==> src/hw/rtl/pil_pkg.sv <==
// shared types and constants for the positional integer list
`default_nettype none

package pil_pkg;

  localparam int DEPTH_DEFAULT = 16;
  localparam int VAL_W = 32;
  localparam int POS_W = 8;
  localparam int CNT_OUT_W = 5;

  typedef enum logic [2:0] {
    CMD_INSERT       = 3'd0,
    CMD_REMOVE_AT    = 3'd1,
    CMD_READ         = 3'd2,
    CMD_CONTAINS     = 3'd3,
    CMD_REMOVE_VALUE = 3'd4
  } cmd_t;

  typedef enum logic [1:0] {
    ST_IDLE,
    ST_SCAN,
    ST_APPLY
  } state_t;

  // control broadcast to every cell of the chain
  typedef struct packed {
    logic              ins;
    logic              del_pos;
    logic              del_hit;
    logic              load;
    logic              scan;
    logic [POS_W-1:0]  pos;
    logic [VAL_W-1:0]  val;
  } cell_ctrl_t;

endpackage

`default_nettype wire

==> src/hw/rtl/pil_cell.sv <==
// one list cell: holds an entry and a match flag, shifts with its neighbors
`default_nettype none

module pil_cell
  import pil_pkg::*;
#(
  parameter int IDX  = 0,
  parameter int CNTW = 5
) (
  input  wire logic             clk,
  input  wire logic             rst,
  input  wire cell_ctrl_t       ctrl,
  input  wire logic [CNTW-1:0]  cnt,
  input  wire logic [VAL_W-1:0] left_entry,
  input  wire logic [VAL_W-1:0] right_entry,
  input  wire logic             left_hit,
  output logic      [VAL_W-1:0] entry,
  output logic                  hit
);

  localparam logic [8:0] SLOT = 9'(IDX);

  logic [VAL_W-1:0] entry_next;
  logic             hit_next;
  logic [8:0]       pos9;
  logic             valid;

  assign pos9  = {1'b0, ctrl.pos};
  assign valid = 9'(cnt) > SLOT;

  always_comb begin
    entry_next = entry;
    hit_next   = hit;
    if (ctrl.ins) begin
      if (SLOT + 9'd1 == pos9) begin
        entry_next = ctrl.val;
      end else if (SLOT >= pos9) begin
        entry_next = left_entry;
      end
    end
    if (ctrl.del_pos && (SLOT + 9'd1 >= pos9)) begin
      entry_next = right_entry;
    end
    // hit is the inclusive prefix of matches once the scan has settled
    if (ctrl.del_hit && hit) begin
      entry_next = right_entry;
    end
    if (ctrl.load) begin
      hit_next = valid && (entry == ctrl.val);
    end
    if (ctrl.scan) begin
      hit_next = hit | left_hit;
    end
  end

  always_ff @(posedge clk) begin
    entry <= entry_next;
  end

  always_ff @(posedge clk) begin
    if (rst) begin
      hit <= 1'b0;
    end else begin
      hit <= hit_next;
    end
  end

endmodule

`default_nettype wire

==> src/hw/rtl/positional_int_list.sv <==
// insert, remove at position, read: result next cycle, one beat per cycle while idle
// contains, remove by value: load the flags, run ST_SCAN, result from ST_APPLY;
//   the match flag ripples one cell per cycle down the chain before the result is known
// busy is high while a by-value search runs; the receiver cannot stall results
// synchronous reset empties the list and clears all match flags and the strobe
// entry contents are not cleared at reset
`default_nettype none

module positional_int_list
  import pil_pkg::*;
#(
  parameter int DEPTH = DEPTH_DEFAULT
) (
  input  wire logic                 clk,
  input  wire logic                 rst,
  input  wire logic                 start,
  output logic                      busy,
  input  wire logic [2:0]           command,
  input  wire logic [POS_W-1:0]     position,
  input  wire logic signed [VAL_W-1:0] item_value,
  output logic                      done,
  output logic                      ok,
  output logic signed [VAL_W-1:0]   read_value,
  output logic [CNT_OUT_W-1:0]      count
);

  localparam int CW   = $clog2(DEPTH + 1);
  localparam int CNTW = (CW > CNT_OUT_W) ? CW : CNT_OUT_W;
  localparam int SW   = (DEPTH > 2) ? $clog2(DEPTH - 1) : 1;

  state_t           state, state_next;
  logic [CNTW-1:0]  cnt, cnt_next;
  logic [SW-1:0]    scnt, scnt_next;
  logic             rm_op, rm_op_next;
  logic             done_next, ok_next;
  logic [VAL_W-1:0] rd_next;
  cell_ctrl_t       ctrl;

  logic [VAL_W-1:0] ent [DEPTH];
  logic             hit [DEPTH];

  logic             accept;
  cmd_t             cmd;
  logic [8:0]       pos9, cnt9;
  logic [VAL_W-1:0] rd_sel;

  assign busy   = state != ST_IDLE;
  assign accept = start && !busy;
  assign cmd    = cmd_t'(command);
  assign pos9   = {1'b0, position};
  assign cnt9   = 9'(cnt);
  assign count  = cnt[CNT_OUT_W-1:0];

  always_comb begin
    rd_sel = '0;
    for (int i = 0; i < DEPTH; i++) begin
      if (pos9 == 9'(i + 1)) begin
        rd_sel = ent[i];
      end
    end
  end

  always_comb begin
    state_next  = state;
    cnt_next    = cnt;
    scnt_next   = scnt;
    rm_op_next  = rm_op;
    done_next   = 1'b0;
    ok_next     = 1'b0;
    rd_next     = '0;
    ctrl        = '0;
    ctrl.pos    = position;
    ctrl.val    = item_value;
    case (state)
      ST_IDLE: begin
        if (accept) begin
          case (cmd)
            CMD_INSERT: begin
              done_next = 1'b1;
              if (pos9 != 9'd0 && pos9 <= cnt9 + 9'd1 && cnt9 < 9'(DEPTH)) begin
                ctrl.ins = 1'b1;
                ok_next  = 1'b1;
                cnt_next = cnt + CNTW'(1);
              end
            end
            CMD_REMOVE_AT: begin
              done_next = 1'b1;
              if (pos9 != 9'd0 && pos9 <= cnt9) begin
                ctrl.del_pos = 1'b1;
                ok_next      = 1'b1;
                cnt_next     = cnt - CNTW'(1);
              end
            end
            CMD_READ: begin
              done_next = 1'b1;
              if (pos9 != 9'd0 && pos9 <= cnt9) begin
                ok_next = 1'b1;
                rd_next = rd_sel;
              end
            end
            CMD_CONTAINS, CMD_REMOVE_VALUE: begin
              ctrl.load  = 1'b1;
              rm_op_next = cmd == CMD_REMOVE_VALUE;
              scnt_next  = '0;
              state_next = (DEPTH > 1) ? ST_SCAN : ST_APPLY;
            end
            default: begin
              done_next = 1'b1;
            end
          endcase
        end
      end
      ST_SCAN: begin
        ctrl.scan = 1'b1;
        scnt_next = scnt + SW'(1);
        if (scnt == SW'(DEPTH - 2)) begin
          state_next = ST_APPLY;
        end
      end
      ST_APPLY: begin
        done_next  = 1'b1;
        ok_next    = hit[DEPTH-1];
        state_next = ST_IDLE;
        if (rm_op && hit[DEPTH-1]) begin
          ctrl.del_hit = 1'b1;
          cnt_next     = cnt - CNTW'(1);
        end
      end
      default: begin
        state_next = ST_IDLE;
      end
    endcase
  end

  always_ff @(posedge clk) begin
    if (rst) begin
      state <= ST_IDLE;
      cnt   <= '0;
      scnt  <= '0;
      rm_op <= 1'b0;
      done  <= 1'b0;
    end else begin
      state <= state_next;
      cnt   <= cnt_next;
      scnt  <= scnt_next;
      rm_op <= rm_op_next;
      done  <= done_next;
    end
  end

  always_ff @(posedge clk) begin
    ok         <= ok_next;
    read_value <= rd_next;
  end

  for (genvar i = 0; i < DEPTH; i++) begin : g_cell
    logic [VAL_W-1:0] le, re;
    logic             lh;
    if (i == 0) begin : g_first
      assign le = ent[i];
      assign lh = 1'b0;
    end else begin : g_mid
      assign le = ent[i-1];
      assign lh = hit[i-1];
    end
    if (i == DEPTH - 1) begin : g_last
      assign re = ent[i];
    end else begin : g_body
      assign re = ent[i+1];
    end
    pil_cell #(
      .IDX  (i),
      .CNTW (CNTW)
    ) u_cell (
      .clk         (clk),
      .rst         (rst),
      .ctrl        (ctrl),
      .cnt         (cnt),
      .left_entry  (le),
      .right_entry (re),
      .left_hit    (lh),
      .entry       (ent[i]),
      .hit         (hit[i])
    );
  end

  a_cnt_bound: assert property (@(posedge clk) disable iff (rst)
    9'(cnt) <= 9'(DEPTH))
    else $error("entry count above depth");

  a_cnt_step: assert property (@(posedge clk) disable iff (rst)
    $past(!rst) |-> (cnt == $past(cnt) || cnt == $past(cnt) + CNTW'(1) ||
                     cnt + CNTW'(1) == $past(cnt)))
    else $error("entry count moved by more than one");

  a_apply_done: assert property (@(posedge clk) disable iff (rst)
    state == ST_APPLY |=> done)
    else $error("search finished without a result beat");

  a_search_quiet: assert property (@(posedge clk) disable iff (rst)
    (accept && (cmd == CMD_CONTAINS || cmd == CMD_REMOVE_VALUE)) |=> (!done && busy))
    else $error("result beat before search completed");

endmodule

`default_nettype wire
==> config.mk <==
export PLATFORM = sky130hd
export DESIGN_NAME = positional_int_list
export DESIGN_NICKNAME = d
export VERILOG_FILES = /design/src/hw/rtl/pil_pkg.sv /design/src/hw/rtl/pil_cell.sv /design/src/hw/rtl/positional_int_list.sv
export SDC_FILE = /design/constraint.sdc
export NUM_CORES = 2
export LEC_CHECK = 0
export ABC_AREA = 0
export BUFFER_PORTS_ARGS = -buffer_cell sky130_fd_sc_hd__buf_2
export CELL_PAD_IN_SITES_DETAIL_PLACEMENT = 0
export CELL_PAD_IN_SITES_GLOBAL_PLACEMENT = 1
export CORE_MARGIN = 1.5
export CORE_UTILIZATION = 35
export DETAILED_ROUTE_END_ITERATION = 6
export GPL_TIMING_DRIVEN = 0
export PLACE_DENSITY = 0.59
export SETUP_SLACK_MARGIN = 0.3
export SLEW_MARGIN = 10
export SYNTH_ARGS = -nofsm -noshare
export SYNTH_HDL_FRONTEND = slang
export SYNTH_HIERARCHICAL = 1
export SYNTH_SLANG_ARGS = --single-unit
==> constraint.sdc <==
create_clock -name clk -period 12.01 [get_ports clk]
set_input_delay 1.8015 -clock clk [delete_from_list [all_inputs] [get_ports clk]]
set_output_delay 1.8015 -clock clk [all_outputs]
set_load 0.01 [all_outputs]
==> metrics.txt <==
CP startpoint kind=primary input; final worst clock skew=0.0299 ns; sum of negative setup slack=0 ns; first-pass GRT wire length=approximately 330 mm; TritonCTS buffer count=76; Area Growth Syn to Fin=13.5%; drt total wl=254 mm; f_max=roughly 110 MHz; Post-CTS Hold Buffers=0; pin count of the biggest net entering global routing=36; initial antenna violation count=12; fin nets=roughly 4400; core area=118000 um2; DRT iter0 DRCs=about 7200; Sw Share=27.1%; row count=126; setup bufs post-CTS=0; Least-Margin Pin Slew=between 1 and 1.5 ns; total track usage=40.9%; Clock transition at path regs=around 0.060 ns; Clk pwr share=a little under half; Seq/Total Area, Yosys=between 40% and 50%; static leakage=approximately 16 nW; total number of vias=39600; failing checks=design-rule violations; CP Data Arrival Time=slightly above 9 ns; Int Pwr=3.65 mW; FF/Latch Area=roughly 17000 um2; Crit Path Max Fanout=32; Post-CTS Resized=0; overall power=roughly 5 mW; Fin. Hold Viols=0; die width=between 300 and 400 um; Period minus WS final=approximately 9 ns; CTS sink cnt=around 570; predominant post-synthesis flop cell=edfxtp_1; M3 GR Usage=11.0%; Placed Cells=5781; Placer Congestion=1.03; ratio of cells with drive above 1 in the final layout=a little over an eighth; Vias/cell=approximately 6.7; met1 Usage GRT=58.2%; Psw=1.36 mW; cell area after synthesis=between 40000 and 50000 um2; number of global-route vias before repair=roughly 36000; CTS Buffer Depth=3; register bit total from synthesis=574; Hold Path Class=flop to flop; Mean Syn Cell Area=roughly 10 um2; Filler Cell Count=~12000; Slew HR=0.484%; DRC viols=28; GR Layer Usage met2=between 50% and 60%; DR pass1 iterations=7; I/O pins=between 80 and 90; MaxCap Viol Count=0; Final Max Tran Viols=0; area of the multi-input gates=~23000 um2; cell area power density=106 nW/um2; Die H=347 um; Initial Utilization=approximately a third; total number of yosys warnings=6; PortBufs=85; commonest non-fill, non-tap cell in the layout=mux2i_1; Root Buffer Master=clkbuf_16; CTS tree=built; RSZ-0062 raised after global routing=false; Crit. End Element=flop; Syn Inst Count=between 4000 and 5000; fin crit share=75.4%; Async S/R FF share, synth=0%; CTS H-Tree Depth=3; Seq pwr share=a little over two fifths; Logic pwr share=9.7%; fin cells=~5900; status=complete, but fails checks; Worst Path Class, Setup=primary input to flop; CP Data Required Time=~12 ns; Congestion Overflow GR=0; Die ar.=roughly 120000 um2; worst-skew pair later-pin latency=about 0.7 ns; count of flip-flops with a built-in enable after synthesis=512; Syn Nets=4192; Place WS=2.78 ns; maximum vdd drop=~0.11 mV; Synth cell types=a little over 100; grt peak-use layer=met1; final setup margin=about 3.0 ns; WL/cell=about 43 um; DP Wirelength=about 180 mm; most frequent cells in the layout=547 x mux2i_1, 512 x edfxtp_1, 491 x a21oi_1; endpoints failing setup=0; Detail Route Antenna Nets=0
-- final timing paths --
check                                            from                              endpoint  slack, ns  depth (start not counted)
worst min register to register     rm_op$_SDFFE_PP0P_                    rm_op$_SDFFE_PP0P_       0.48                          2
worst min-delay path               rm_op$_SDFFE_PP0P_                    rm_op$_SDFFE_PP0P_       0.48                          2
worst max-delay path                      position[0]  g_cell[5].u_cell/entry[11]$_DFFE_PP_       2.96                         19
worst max register to register  count[2]$_SDFFE_PP0P_  g_cell[5].u_cell/entry[11]$_DFFE_PP_       5.77                         15
-- per-stage QoR --
stage	utilization [%]	hold slack [ns]	cell area [um2]
floorplan	-	0.442	41500
global placement	37.2	0.466	43800
detailed placement	37.8	0.472	44600
CTS	40.0	0.483	47100
global route	40.0	0.503	47100
finish	40.0	0.481	47100
-- critical path: stages --
cell and delay (ns):
buf_2 0.56, buf_2 0.46, buf_2 0.27, inv_2 0.11, clkbuf_1 0.61, clkbuf_1 0.78, ha_1 0.26, nand2b_1 0.10
a21oi_1 0.06, o31ai_1 0.85, nand2_1 0.37, nor3b_2 0.71, buf_4 0.36, buf_4 0.26, inv_1 0.07, o41ai_2 0.35
buf_4 0.25, buf_2 0.27, a21o_2 0.70
-- sequential cells by signal, indices dropped and copies added, names as in the netlist --
signal               count
g_cell.u_cell/entry    512
count                    5
state                    2
done                     1
rm_op                    1
ok                       1
g_cell.u_cell/hit       16
scnt                     4
read_value              32
-- per-layer routing --
metal | share of wire, % | wire (um)
met5 | 0.030 | 77
met4 | 5.7 | 14600
met3 | 13 | 32600
met2 | 40 | 102000
met1 | 41 | 105000
-- layout make-up --
class                   instances  share of cell area, %
multi-input cells            3259                   48.2
flip-flops and latches        574                   35.3
clock buffers                 111                   4.75
plain buffers                 263                   4.44
well taps                    1536                   4.08
repair buffers                115                   2.41
clock inverters                27                  0.516
inverters                      35                  0.279
diodes                          5                 0.0266
-- kinds of logic (layout without fill, tap and decap cells) --
logic type | Yosys count | after routing | synth area share [%]
compound gates | 1013 | 1013 | 15.2
flops | 574 | 574 | 40.1
xor+xnor | 517 | 517 | 10.9
fa+ha+maj | 15 | 15 | 0.452
buf+inv | 298 | 551 | 5.35
mux | 590 | 590 | 14.8
simple gates | 1123 | 1123 | 13.2
other cells | 1 | 6 | 0.00904
-- cell usage after synthesis, types with 68 or more instances --
cell	number	area, um2
a21oi_1	491	2460
buf_2	68	340
buf_6	68	766
clkbuf_1	71	267
edfxtp_1	512	15400
mux2i_1	547	5480
nand2_1	243	912
nand4_1	75	469
nor2_1	489	1840
nor4_1	88	551
o21ai_0	79	395
o21ai_1	82	410
xnor2_1	202	1770
xor2_1	315	2760
-- power groups by stage --
stage	logic, mW	clock network (mW)	registers [mW]
final	0.483	2.37	2.15
after global routing	0.479	2.44	2.15
after CTS	0.455	2.37	2.15
after detailed placement	0.454	0	2.19
after global placement	0.435	0	2.19
after floorplan	0.180	0	2.19
Note: power is estimated with default switching activity, not from simulation.
